<file path="src/rtl/skf_pkg.sv">
// Shared types and constants for the scalar Kalman filter.
package skf_pkg;

  localparam int unsigned DataW    = 32;  // filtered mean, sample, offset, prior mean
  localparam int unsigned VarW     = 31;  // variances
  localparam int unsigned ArCoeffW = 18;  // AR coefficient
  localparam int unsigned CfgIdxW  = 3;
  localparam int unsigned CfgDataW = 32;

  typedef enum logic [CfgIdxW-1:0] {
    CfgArCoeff      = 3'd0,
    CfgObsOffset    = 3'd1,
    CfgObsNoiseVar  = 3'd2,
    CfgStateNoiseVar = 3'd3,
    CfgPriorMean    = 3'd4,
    CfgPriorVar     = 3'd5
  } cfg_idx_e;

  typedef struct packed {
    logic signed [DataW-1:0] sample;
    logic                    series_start;
  } skf_in_t;

  typedef struct packed {
    logic signed [DataW-1:0] filtered_mean;
    logic [VarW-1:0]         filtered_var;
    logic                    saturated;
  } skf_out_t;

endpackage

</file>
<file path="src/rtl/scalar_kalman_filter.sv">
// Scalar Kalman filter top level: sequencer, bit-serial multipliers and divider.
//
// Each accepted item is one observation of an AR(1) state; the block predicts the kept
// mean and variance forward, corrects them with the gain p / (p + obs_noise_var) and
// returns one item with the filtered mean and variance, which are also kept for the
// next observation (series_start restarts from the configured prior). One item is
// worked on at a time. Two shift-add multipliers retire one multiplier bit per cycle
// and stop early once the remaining multiplier bits are zero, and a restoring divider
// produces one gain bit per cycle. The time from acceptance to a valid result is set
// by the multiplier passes and the FRAC_BITS divide steps, and it is shorter when the
// multipliers are small. A new item can be accepted while the previous result still
// waits on a stalled output.
module scalar_kalman_filter import skf_pkg::*; #(
  parameter int unsigned FRAC_BITS = 16
) (
  input  logic                 clk_i,
  input  logic                 rst_ni,
  input  logic                 in_valid_i,
  output logic                 in_stall_o,
  input  skf_in_t              in_data_i,
  output logic                 out_valid_o,
  input  logic                 out_stall_i,
  output skf_out_t             out_data_o,
  input  logic                 cfg_we_i,
  input  logic [CfgIdxW-1:0]   cfg_idx_i,
  input  logic [CfgDataW-1:0]  cfg_data_i
);

  // Magnitude widths of the intermediates.
  localparam int unsigned PhiW    = ArCoeffW;
  localparam int unsigned AMagW   = PhiW + DataW - FRAC_BITS;
  localparam int unsigned Phi2W   = 2 * PhiW - FRAC_BITS;
  localparam int unsigned PProdW  = Phi2W + VarW - FRAC_BITS;
  localparam int unsigned PW      = ((PProdW > VarW) ? PProdW : VarW) + 1;
  localparam int unsigned DenW    = PW + 1;
  localparam int unsigned RemW    = PW + 2;
  localparam int unsigned YW      = DataW + 1;
  localparam int unsigned VW      = ((YW > AMagW + 1) ? YW : AMagW + 1) + 1;
  localparam int unsigned GW      = FRAC_BITS + 1;
  localparam int unsigned MW      = ((AMagW + 1 > VW + 1) ? AMagW + 1 : VW + 1) + 1;
  localparam int unsigned ProdA   = PhiW + DataW;
  localparam int unsigned ProdB   = (ProdA > Phi2W + VarW) ? ProdA : Phi2W + VarW;
  localparam int unsigned ProdC   = (ProdB > VW + GW) ? ProdB : VW + GW;
  localparam int unsigned ProdW   = (ProdC > PW + GW) ? ProdC : PW + GW;
  localparam int unsigned MplA    = (PhiW > Phi2W) ? PhiW : Phi2W;
  localparam int unsigned MplW    = (MplA > GW) ? MplA : GW;
  localparam int unsigned CntW    = $clog2(FRAC_BITS + 1);

  localparam logic [VarW-1:0] OneQ = VarW'(64'd1 << FRAC_BITS);
  localparam logic [GW-1:0]   OneG = {1'b1, {FRAC_BITS{1'b0}}};

  typedef enum logic [6:0] {
    StIdle   = 7'b0000001,
    StMul1   = 7'b0000010,
    StMul2   = 7'b0000100,
    StDivSet = 7'b0001000,
    StDiv    = 7'b0010000,
    StMul3   = 7'b0100000,
    StFin    = 7'b1000000
  } state_e;

  state_e state_q;

  // Configuration and kept state.
  logic signed [PhiW-1:0]  ar_q;
  logic signed [DataW-1:0] off_q;
  logic [VarW-1:0]         onv_q;
  logic [VarW-1:0]         snv_q;
  logic signed [DataW-1:0] pm_q;
  logic [VarW-1:0]         pv_q;
  logic signed [DataW-1:0] mean_q;
  logic [VarW-1:0]         var_q;

  // Datapath registers.
  logic [VarW-1:0]         prevp_q;
  logic signed [YW-1:0]    y_q;
  logic                    neg_a_q;
  logic signed [AMagW:0]   a_q;
  logic [PW-1:0]           p_q;
  logic [DenW-1:0]         den_q;
  logic signed [VW-1:0]    v_q;
  logic [RemW-1:0]         rem_q;
  logic [GW-1:0]           gain_q;
  logic [CntW-1:0]         cnt_q;
  logic signed [VW:0]      corr_q;
  logic [PW-1:0]           pn_q;
  logic [ProdW-1:0]        xmc_q, xacc_q, ymc_q, yacc_q;
  logic [MplW-1:0]         xml_q, yml_q;

  logic                    out_valid_q;
  skf_out_t                out_q;

  // Input selection and operand magnitudes.
  logic signed [DataW-1:0] prev_m;
  logic [VarW-1:0]         prev_p;
  logic [PhiW-1:0]         phi_mag;
  logic [DataW-1:0]        m_mag;
  logic signed [YW-1:0]    y_d;
  logic                    accept;

  assign accept  = in_valid_i && (state_q == StIdle);
  assign prev_m  = in_data_i.series_start ? pm_q : mean_q;
  assign prev_p  = in_data_i.series_start ? pv_q : var_q;
  assign phi_mag = ar_q[PhiW-1] ? (~ar_q + 1'b1) : ar_q;
  assign m_mag   = prev_m[DataW-1] ? (~prev_m + 1'b1) : prev_m;
  assign y_d     = YW'(in_data_i.sample) - YW'(off_q);

  // Shift-add step shared by all multiplier passes.
  logic [ProdW-1:0] x_add, y_add;
  logic             mul_done;

  assign x_add    = xml_q[0] ? (xacc_q + xmc_q) : xacc_q;
  assign y_add    = yml_q[0] ? (yacc_q + ymc_q) : yacc_q;
  assign mul_done = (xml_q == '0) && (yml_q == '0);

  // Handoff values between passes.
  logic [AMagW-1:0]        a_mag;
  logic [AMagW:0]          a_ext;
  logic signed [AMagW:0]   a_d;
  logic [Phi2W-1:0]        phi2;
  logic [PW-1:0]           p_d;
  logic [DenW-1:0]         den_d;
  logic signed [VW-1:0]    v_d;
  logic [VW-1:0]           v_mag;
  logic                    div_short;
  logic [GW-1:0]           gain_fin;
  logic [RemW-1:0]         rem_sh;
  logic                    rem_ge;
  logic [VW:0]             corr_ext;
  logic signed [VW:0]      corr_d;
  logic [PW-1:0]           pn_d;

  assign a_mag     = xacc_q[FRAC_BITS +: AMagW];
  assign a_ext     = {1'b0, a_mag};
  assign a_d       = neg_a_q ? (~a_ext + 1'b1) : a_ext;
  assign phi2      = yacc_q[FRAC_BITS +: Phi2W];
  assign p_d       = PW'(xacc_q[FRAC_BITS +: PProdW]) + PW'(snv_q);
  assign den_d     = DenW'(p_q) + DenW'(onv_q);
  assign v_d       = VW'(y_q) - VW'(a_q);
  assign v_mag     = v_q[VW-1] ? (~v_q + 1'b1) : v_q;
  // With no observation noise the gain is one, or zero when the predicted variance is too.
  assign div_short = (onv_q == '0);
  assign gain_fin  = div_short ? ((p_q == '0) ? '0 : OneG) : gain_q;
  assign rem_sh    = {rem_q[RemW-2:0], 1'b0};
  assign rem_ge    = (rem_sh >= RemW'(den_q));
  assign corr_ext  = {1'b0, xacc_q[FRAC_BITS +: VW]};
  assign corr_d    = v_q[VW-1] ? (~corr_ext + 1'b1) : corr_ext;
  assign pn_d      = p_q - yacc_q[FRAC_BITS +: PW];

  // Final sum and clipping.
  logic signed [MW-1:0]    m_sum;
  logic                    m_ok;
  logic [DataW-1:0]        fin_mean;
  logic                    v_ok;
  logic [VarW-1:0]         fin_var;
  logic                    fire;

  assign m_sum    = MW'(a_q) + MW'(corr_q);
  assign m_ok     = (&m_sum[MW-1:DataW-1]) || !(|m_sum[MW-1:DataW-1]);
  assign fin_mean = m_ok ? m_sum[DataW-1:0]
                  : (m_sum[MW-1] ? {1'b1, {(DataW-1){1'b0}}} : {1'b0, {(DataW-1){1'b1}}});
  assign v_ok     = !(|pn_q[PW-1:VarW]);
  assign fin_var  = v_ok ? pn_q[VarW-1:0] : {VarW{1'b1}};
  assign fire     = (state_q == StFin) && !(out_valid_q && out_stall_i);

  // Control, configuration and kept state.
  always_ff @(posedge clk_i or negedge rst_ni) begin
    if (!rst_ni) begin
      state_q     <= StIdle;
      out_valid_q <= 1'b0;
      ar_q        <= '0;
      off_q       <= '0;
      onv_q       <= OneQ;
      snv_q       <= OneQ;
      pm_q        <= '0;
      pv_q        <= OneQ;
      mean_q      <= '0;
      var_q       <= '0;
    end else begin
      if (cfg_we_i) begin
        case (cfg_idx_e'(cfg_idx_i))
          CfgArCoeff:       ar_q  <= cfg_data_i[PhiW-1:0];
          CfgObsOffset:     off_q <= cfg_data_i[DataW-1:0];
          CfgObsNoiseVar:   onv_q <= cfg_data_i[VarW-1:0];
          CfgStateNoiseVar: snv_q <= cfg_data_i[VarW-1:0];
          CfgPriorMean:     pm_q  <= cfg_data_i[DataW-1:0];
          CfgPriorVar:      pv_q  <= cfg_data_i[VarW-1:0];
          default: ;
        endcase
      end

      if (fire) begin
        out_valid_q <= 1'b1;
        mean_q      <= fin_mean;
        var_q       <= fin_var;
      end else if (!out_stall_i) begin
        out_valid_q <= 1'b0;
      end

      case (state_q)
        StIdle: begin
          if (accept) state_q <= StMul1;
        end
        StMul1: begin
          if (mul_done) state_q <= StMul2;
        end
        StMul2: begin
          if (mul_done) state_q <= StDivSet;
        end
        StDivSet: state_q <= StDiv;
        StDiv: begin
          if (div_short || (cnt_q == '0)) state_q <= StMul3;
        end
        StMul3: begin
          if (mul_done) state_q <= StFin;
        end
        StFin: begin
          if (fire) state_q <= StIdle;
        end
        default: state_q <= StIdle;
      endcase
    end
  end

  // Datapath.
  always_ff @(posedge clk_i) begin
    if (fire) begin
      out_q.filtered_mean <= fin_mean;
      out_q.filtered_var  <= fin_var;
      out_q.saturated     <= !m_ok || !v_ok;
    end

    case (state_q)
      StIdle: begin
        if (accept) begin
          xml_q   <= MplW'(phi_mag);
          xmc_q   <= ProdW'(m_mag);
          xacc_q  <= '0;
          yml_q   <= MplW'(phi_mag);
          ymc_q   <= ProdW'(phi_mag);
          yacc_q  <= '0;
          neg_a_q <= ar_q[PhiW-1] ^ prev_m[DataW-1];
          prevp_q <= prev_p;
          y_q     <= y_d;
        end
      end
      StMul1, StMul2, StMul3: begin
        if (!mul_done) begin
          xacc_q <= x_add;
          xmc_q  <= xmc_q << 1;
          xml_q  <= xml_q >> 1;
          yacc_q <= y_add;
          ymc_q  <= ymc_q << 1;
          yml_q  <= yml_q >> 1;
        end else if (state_q == StMul1) begin
          // The coefficient squared times the previous variance comes next.
          a_q    <= a_d;
          xml_q  <= MplW'(phi2);
          xmc_q  <= ProdW'(prevp_q);
          xacc_q <= '0;
        end else if (state_q == StMul2) begin
          p_q <= p_d;
        end else begin
          corr_q <= corr_d;
          pn_q   <= pn_d;
        end
      end
      StDivSet: begin
        den_q  <= den_d;
        v_q    <= v_d;
        rem_q  <= RemW'(p_q);
        gain_q <= '0;
        cnt_q  <= CntW'(FRAC_BITS);
      end
      StDiv: begin
        if (div_short || (cnt_q == '0)) begin
          xml_q  <= MplW'(gain_fin);
          xmc_q  <= ProdW'(v_mag);
          xacc_q <= '0;
          yml_q  <= MplW'(gain_fin);
          ymc_q  <= ProdW'(p_q);
          yacc_q <= '0;
        end else begin
          rem_q  <= rem_ge ? (rem_sh - RemW'(den_q)) : rem_sh;
          gain_q <= {gain_q[GW-2:0], rem_ge};
          cnt_q  <= cnt_q - 1'b1;
        end
      end
      default: ;
    endcase
  end

  assign in_stall_o  = (state_q != StIdle);
  assign out_valid_o = out_valid_q;
  assign out_data_o  = out_q;

endmodule

</file>
<file path="config.mk">
export PLATFORM = sky130hd
export DESIGN_NAME = scalar_kalman_filter
export DESIGN_NICKNAME = d
export VERILOG_FILES = /design/src/rtl/skf_pkg.sv /design/src/rtl/scalar_kalman_filter.sv
export SDC_FILE = /design/constraint.sdc
export NUM_CORES = 2
export LEC_CHECK = 0
export ABC_CLOCK_PERIOD_IN_PS = 8800
export BUFFER_PORTS_ARGS = -buffer_cell sky130_fd_sc_hd__buf_4
export CAP_MARGIN = 20
export CORE_UTILIZATION = 50
export DETAILED_ROUTE_END_ITERATION = 16
export GPL_TIMING_DRIVEN = 0
export HOLD_SLACK_MARGIN = 0.05
export PLACE_DENSITY = 0.69
export SYNTH_ARGS = -nofsm -noshare
export SYNTH_HDL_FRONTEND = slang
export SYNTH_SLANG_ARGS = --single-unit
</file>
<file path="constraint.sdc">
create_clock -name clk_i -period 8.8 [get_ports clk_i]
set_clock_uncertainty 0.2 [all_clocks]
set_input_delay 1.76 -clock clk_i [delete_from_list [all_inputs] [get_ports clk_i]]
set_output_delay 1.76 -clock clk_i [all_outputs]
set_load 0.02 [all_outputs]
</file>
# ---- After elaboration in Yosys (flattened, before gate mapping)
# Cells that the tools add are included.
# Widths: inputs -> output; s select.
dict set report classes {
  n_addsub 15
  n_eq_ne 25
  order_cmp 1
  reduce_logical 38
  n_mux 53
  bitwise 8
}
# operator n
set op_table {}
lappend op_table {{$mux 53} 14}
lappend op_table {{$pmux 53 s3} 4}
lappend op_table {{$mux 32} 4}
lappend op_table {{$pmux 20 s3} 2}
lappend op_table {{$add 53x53->53} 2}
lappend op_table {{$mux 20} 5}
lappend op_table {{$mux 37} 2}
lappend op_table {{$pmux 37 s2} 1}
lappend op_table {{$mux 36} 2}
lappend op_table {{$mux 31} 2}
lappend op_table {{$mux 17} 3}
lappend op_table {{$pmux 7 s7} 1}
lappend op_table {{$mux 7} 6}
lappend op_table {{$logic_not 20->1} 2}
lappend op_table {{$add 35x37->38} 1}
lappend op_table {{$ge 38x37->1} 1}
lappend op_table {{$add 36x31->37} 1}
lappend op_table {{$add 37x1->37 const B} 1}
lappend op_table {{$not 36->37} 1}
lappend op_table {{$sub 37x37->37} 1}
lappend op_table {{$add 35x31->36} 1}
lappend op_table {{$add 36x1->36 const B} 1}
lappend op_table {{$logic_not 36->1} 1}
lappend op_table {{$not 36->36} 1}
lappend op_table {{49 further kinds} 80}
dict set report word_totals {
  in_bits 73
  out_inout_bits 66
  reg_bits 903
  elab_cells 173
}

# ---- Depth between registers and ports, before layout
dict set report depth {
  ltp_word 6
  mapped_depth 17
}

# ---- Worst setup path before layout
# No wires, ideal clock.
dict set report synth_timing {
  kind {input to register}
  start {input in_valid_i}
  end {register xmc_q[0], enable pin}
  cell_stages 3
  required_ns 8.074
  path_buffers 0
  slack_ns 2.566
  arrival_ns 5.508
  cell_sequence {o22a_1 nand2_1 a21oi_1}
}
dict set report synth_via {
  elab_chain_len 3
}
# item line_no
set synth_lines {}
lappend synth_lines {{from (decl)} scalar_kalman_filter.sv:18} ;# input logic in_valid_i,
lappend synth_lines {{$logic_and 1x1->1} scalar_kalman_filter.sv:101} ;# assign accept = in_valid_i && (state_q == StIdle);
lappend synth_lines {{$ne 2x2->1 (no source line)} n/a}
lappend synth_lines {{$reduce_and 4->1 (no source line)} n/a}
lappend synth_lines {{to (signal assigned)} scalar_kalman_filter.sv:237} ;# xmc_q <= ProdW'(m_mag);
lappend synth_lines {{to (signal assigned)} scalar_kalman_filter.sv:250} ;# xmc_q <= xmc_q << 1;
lappend synth_lines {{to (signal assigned)} scalar_kalman_filter.sv:259} ;# xmc_q <= ProdW'(prevp_q);
lappend synth_lines {{to (decl)} scalar_kalman_filter.sv:87} ;# logic [ProdW-1:0] xmc_q, xacc_q, ymc_q, yacc_q;
# No other way between the ends.
# A chain may end at the register's enable or synchronous reset.

# ---- Worst setup path in the final report
dict set report layout_timing {
  start {input in_data_i[0] (netlist name)}
  end {register xmc_q[28], data pin}
}
dict set report layout_via {
  elab_chain_len 6
}
# item line_no
set layout_lines {}
lappend layout_lines {{from (decl)} scalar_kalman_filter.sv:20} ;# input skf_in_t in_data_i,
lappend layout_lines {{$mux 32 (*)} scalar_kalman_filter.sv:102} ;# assign prev_m = in_data_i.series_start ? pm_q : mean_q;
lappend layout_lines {{$not 32->32} scalar_kalman_filter.sv:105} ;# assign m_mag = prev_m[DataW-1] ? (~prev_m + 1'b1) : prev_m;
lappend layout_lines {{$add 32x1->32} scalar_kalman_filter.sv:105}
lappend layout_lines {{$mux 32 (*)} scalar_kalman_filter.sv:105}
lappend layout_lines {{$mux 53 (*)} scalar_kalman_filter.sv:235} ;# if (accept) begin
lappend layout_lines {{$pmux 53 s3 (*)} scalar_kalman_filter.sv:233} ;# case (state_q)
# Mark *: on every way between the ends. The rest lies on a longest branch, timed or not. The select of a mux whose other input is x is not followed.

==> results.txt <==
The clock passes through at most 3 buffers. Among cell families on the critical path, the largest total delay comes from buffers and inverters. The synthesis warning total came out at 0. The maximum net fanout on the critical path came out at 10. The number of antenna violations at the first check in global routing came out at 24. The wire length on met3 came out at 17500 um.

The final non-filler cell total came out at 6913. Of the total power, combinational logic draws 44.2%. The area share of the largest cell type after synthesis is 36.2%. The insertion delay of the later-clocked pin in the worst-skew pair came out at 0.69 ns. The count of buffers added by post-CTS timing repair for setup came out at 0. The total length of routed wires came out at 174000 um. Data arrives at the worst endpoint at 7.54 ns. The share of power burned in registers is 34.7%. The critical path in this run is classified as in2reg. The detailed-placement wirelength estimate came out at 132000 um. For this run, the share of the core covered by cells in the final layout is 56.7%. The number of enable flip-flop cells after synthesis came out at 651.

The startpoint kind of the worst setup timing path is a primary input. The most critical setup path has its startpoint at in_data_i[0]. The via count normalized by instance count came out at 6.22. The internal power contribution came out at 12300 uW. Buffers inserted during clock tree synthesis total 101. The worst-case IR drop observed on VDD is 0.217 mV. The max-cap violation count is 0. The worst path buffer plus inverter count came out at 7.

The pin count of the biggest net entering global routing came out at 120. The number of cells upsized or downsized after cts is 0. The cell with the biggest individual delay on the critical path is sky130_fd_sc_hd__buf_1. The detailed-routing iteration count for the pre-antenna-repair pass is 7. The gate count of the mapped netlist is 5149. Dividing total power by cell area gives a power density of 339 nW/um2.

The average instance in the mapped netlist occupies 10.5 um2. In this run the number of cells on the critical path is 18. The critical path ends at xmc_q[28]$_DFFE_PP_. In the post-synthesis netlist, the biggest area contributors are sky130_fd_sc_hd__edfxtp_1 (36%), sky130_fd_sc_hd__dfrtp_1 (11%), sky130_fd_sc_hd__ha_1 (8.0%). The library cell appearing most often on the critical path is sky130_fd_sc_hd__buf_2. The count of nets left with antenna violations once routing finished came out at 0. The signal on the critical path passes through buf_4 -> buf_2 -> buf_1 -> buf_2 -> buf_1 -> buf_2 -> buf_2 -> mux2i_1 -> ha_1 -> o21ai_0 -> or2_2 -> nor4_1 -> nor2b_1 -> o21ai_0 -> nor2_1 -> a31oi_1 -> xor2_1 -> o221ai_1. The tree built by TritonCTS fans out to 897 sinks.

The detailed-route wire length per cell is 25.1 um. The wire length of the first global-routing pass is 254000 um. The final layout contains 5839 nets.

For this configuration, the core starts out at a cell density of 50.4%. The biggest area contributor in the post-synthesis netlist is sky130_fd_sc_hd__edfxtp_1. The region available for standard cell placement spans 107000 um2. In this run the tightest slew margin relative to its limit is 22.3%. Summed over all nets, the switching power comes to 8280 uW. The worst path needs 7.37 ns of the cycle, external delays included.

The required time of the worst setup path is 8.97 ns. The residual DRC count came out at 0. Per report_power, the clock group accounts for 21.2% of the total. The final clock period utilization by the worst path is 83.7%. The critical register-to-register path endpoint is out_data_o[62]$_DFFE_PP_. The depth of the most critical reg-to-reg path came out at 14. The most used flip-flop cell after synthesis is sky130_fd_sc_hd__edfxtp_1. The startpoint of the most critical hold path is pv_q[8]$_DFFE_PN0P_. The area growth from synthesis to layout came out at 12.5%. Counting flops and latches in the post-synthesis netlist gives 897. The sort of element at the end of the critical path is a flop. The die outline area came out at 109000 um2. The row count came out at 120.

Cells with a size suffix above 1 make up 11.2% of the layout. The maximum level of the CTS H-tree is 3. The count of distinct cell types in the synthesized netlist is 92. The via total after detailed routing came out at 42987. The worst-case register-to-register setup slack is 3.35 ns.

The flow ran to the end, and the final reports show no timing, DRC or antenna violations. The hold violation total from the final report is 0. The share of synthesized area occupied by flip-flops and latches came out at 47.6%. The post-synthesis instance area is 54100 um2.

The slew of the pin with the lowest slew margin is 1.15 ns. Setup repair after global routing left no endpoint under its margin. Of all flip-flops after synthesis, the portion carrying an async set or reset was 27.4%. In this run the clock root is driven by a sky130_fd_sc_hd__clkbuf_16. Global routing finished with a remaining overflow of 0. The highest clock frequency the design can meet is 136 MHz. The net count after synthesis is 5576. Buffers placed on the I/O ports in this run total 138. The total length of routed met2 wires came out at 74900 um. The worst register-to-register path begins at a_q[0]$_DFFE_PP_. In this run the worst hold path is classified as reg2reg. The clock slew at the register clock pins of the worst setup and hold paths came out at 0.06 ns.

Across every metal layer, demand over resource in global routing totals 31.4%. The routed length on met1 came out at 75300 um. The largest single stage delay on the critical path is 0.53 ns.

The number of pins with negative max-slew slack in the final report is 0. Setup violations remaining at the end of the flow were counted as 0. After layout, the design draws a total of 20600 uW. The cell leakage power is 0.0246 uW. The height of the die is 331 um. The via count of the first global-routing pass was 40163. The width of the die is 331 um. The quantity of hold-fixing buffers added after cts came out at 0. The total I/O pin count came out at 139. The tightest hold path in the finished design has a slack of 0.301 ns.

The highest metal layer carrying signal wires in the routed design is met5. The count of placed standard cells including taps is 6712. The DRC marker count from the first detailed-route iteration is 5033.

The clock tree from TritonCTS is built. The switching power as a share of total power is 40.2%. The placer congestion estimate came out at 0.988.
## power groups by stage
stage / clock network, uW / logic, uW / registers, uW
3_3_place_gp: 0 / 8530 / 7370
4_1_cts: 4400 / 8960 / 7120
6_report: 4360 / 9110 / 7150
2_1_floorplan: 0 / 6590 / 6850
5_1_grt: 4540 / 10000 / 7200
3_5_place_dp: 0 / 8900 / 7190
## cells by family after synthesis
family	after synthesis	share of synthesized area, %
and+or+nand+nor	1431	12.6
AOI/OAI and AO/OA	1326	15.9
DFF	897	47.6
xor gates and xnor gates	436	7.06
buffers and inverters	430	3.03
adders and majority gates	354	8.32
muxes	275	5.57
## placed cells by master, fill, tap and decap left out, drive strengths merged, types with 40 or more instances in the layout
master  Yosys  layout
a21o      180     180
a21oi     392     392
a31oi      47      47
and2       67      67
buf        46     206
clkbuf    134     266
dfrtp     242     242
edfxtp    651     651
ha        345     345
inv       249     258
mux2      207     207
mux2i      68      68
nand2     456     456
nand2b     55      55
nand3      77      77
nand4      45      45
nor2      382     382
nor2b      44      44
nor3       87      87
nor4       40      40
o21a       48      48
o21ai     296     296
o21bai     48      48
o31ai      42      42
or3        66      66
xnor2     289     289
xor2      147     147
## layout make-up
cell class / count / area [um2]
inverter: 250 / 938
clock buffer: 132 / 2820
clock inverter: 60 / 579
fill: 9235 / 46400
tap: 1403 / 1760
buffer: 180 / 704
multi-input combinational: 3822 / 26800
sequential: 897 / 25700
antenna: 9 / 22.5
timing repair buffer: 160 / 1510
## routing by layer
layer,GRT usage [%],up-vias
li1,-,19498
met5,0,-
met2,46.6,2001
met1,44.8,21169
met4,10.6,6
met3,7.45,313
## flip-flops by register name, indices dropped and copies added (netlist names), 32 cells and up
register    flops
xacc_q         52
pm_q           32
p_q            36
mean_q         32
ymc_q          52
off_q          32
den_q          37
out_data_o     64
corr_q         37
xmc_q          52
v_q            36
a_q            35
yacc_q         52
pn_q           36
rem_q          37
y_q            33
## worst min-delay path by stage
stage / end / slack, ns / depth (start not counted)
after floorplan: mean_q[31]$_DFFE_PN0P_ / 0.27 / 1
after global placement: pv_q[17]$_DFFE_PN0P_ / 0.28 / 1
after detailed placement: pv_q[28]$_DFFE_PN0P_ / 0.29 / 1
after CTS: pv_q[12]$_DFFE_PN0P_ / 0.30 / 1
after global routing: pv_q[8]$_DFFE_PN0P_ / 0.31 / 1
final: pv_q[8]$_DFFE_PN0P_ / 0.30 / 1
## synthesized netlist by cell type, types with 34 or more instances
cell type / count
sky130_fd_sc_hd__or3_1: 65
sky130_fd_sc_hd__and2_1: 67
sky130_fd_sc_hd__nand3_1: 77
sky130_fd_sc_hd__nor2b_1: 44
sky130_fd_sc_hd__ha_1: 345
sky130_fd_sc_hd__clkbuf_1: 134
sky130_fd_sc_hd__o21ai_0: 288
sky130_fd_sc_hd__inv_1: 249
sky130_fd_sc_hd__xnor2_1: 289
sky130_fd_sc_hd__a21oi_1: 392
sky130_fd_sc_hd__edfxtp_1: 651
sky130_fd_sc_hd__nor3_1: 87
sky130_fd_sc_hd__nor4_1: 39
sky130_fd_sc_hd__nor2_1: 382
sky130_fd_sc_hd__mux2_2: 207
sky130_fd_sc_hd__o21a_1: 48
sky130_fd_sc_hd__nand2b_1: 55
sky130_fd_sc_hd__a21o_1: 180
sky130_fd_sc_hd__o31ai_1: 39
sky130_fd_sc_hd__a31oi_1: 47
sky130_fd_sc_hd__o221ai_1: 34
sky130_fd_sc_hd__nand4_1: 45
sky130_fd_sc_hd__o21bai_1: 48
sky130_fd_sc_hd__nand2_1: 456
sky130_fd_sc_hd__xor2_1: 147
sky130_fd_sc_hd__mux2i_1: 68
sky130_fd_sc_hd__dfrtp_1: 242
## metrics by stage
stage / instance area [um2] / setup slack (ns) / TNS [ns]
4_1_cts: 60800 / 1.75 / 0
2_1_floorplan: 54100 / 2.57 / 0
6_report: 60800 / 1.43 / 0
3_5_place_dp: 57400 / 1.07 / 0
5_1_grt: 60800 / 1.20 / 0
3_3_place_gp: 56900 / -0.632 / -59.06
Note: power is estimated with default switching activity, not from simulation.
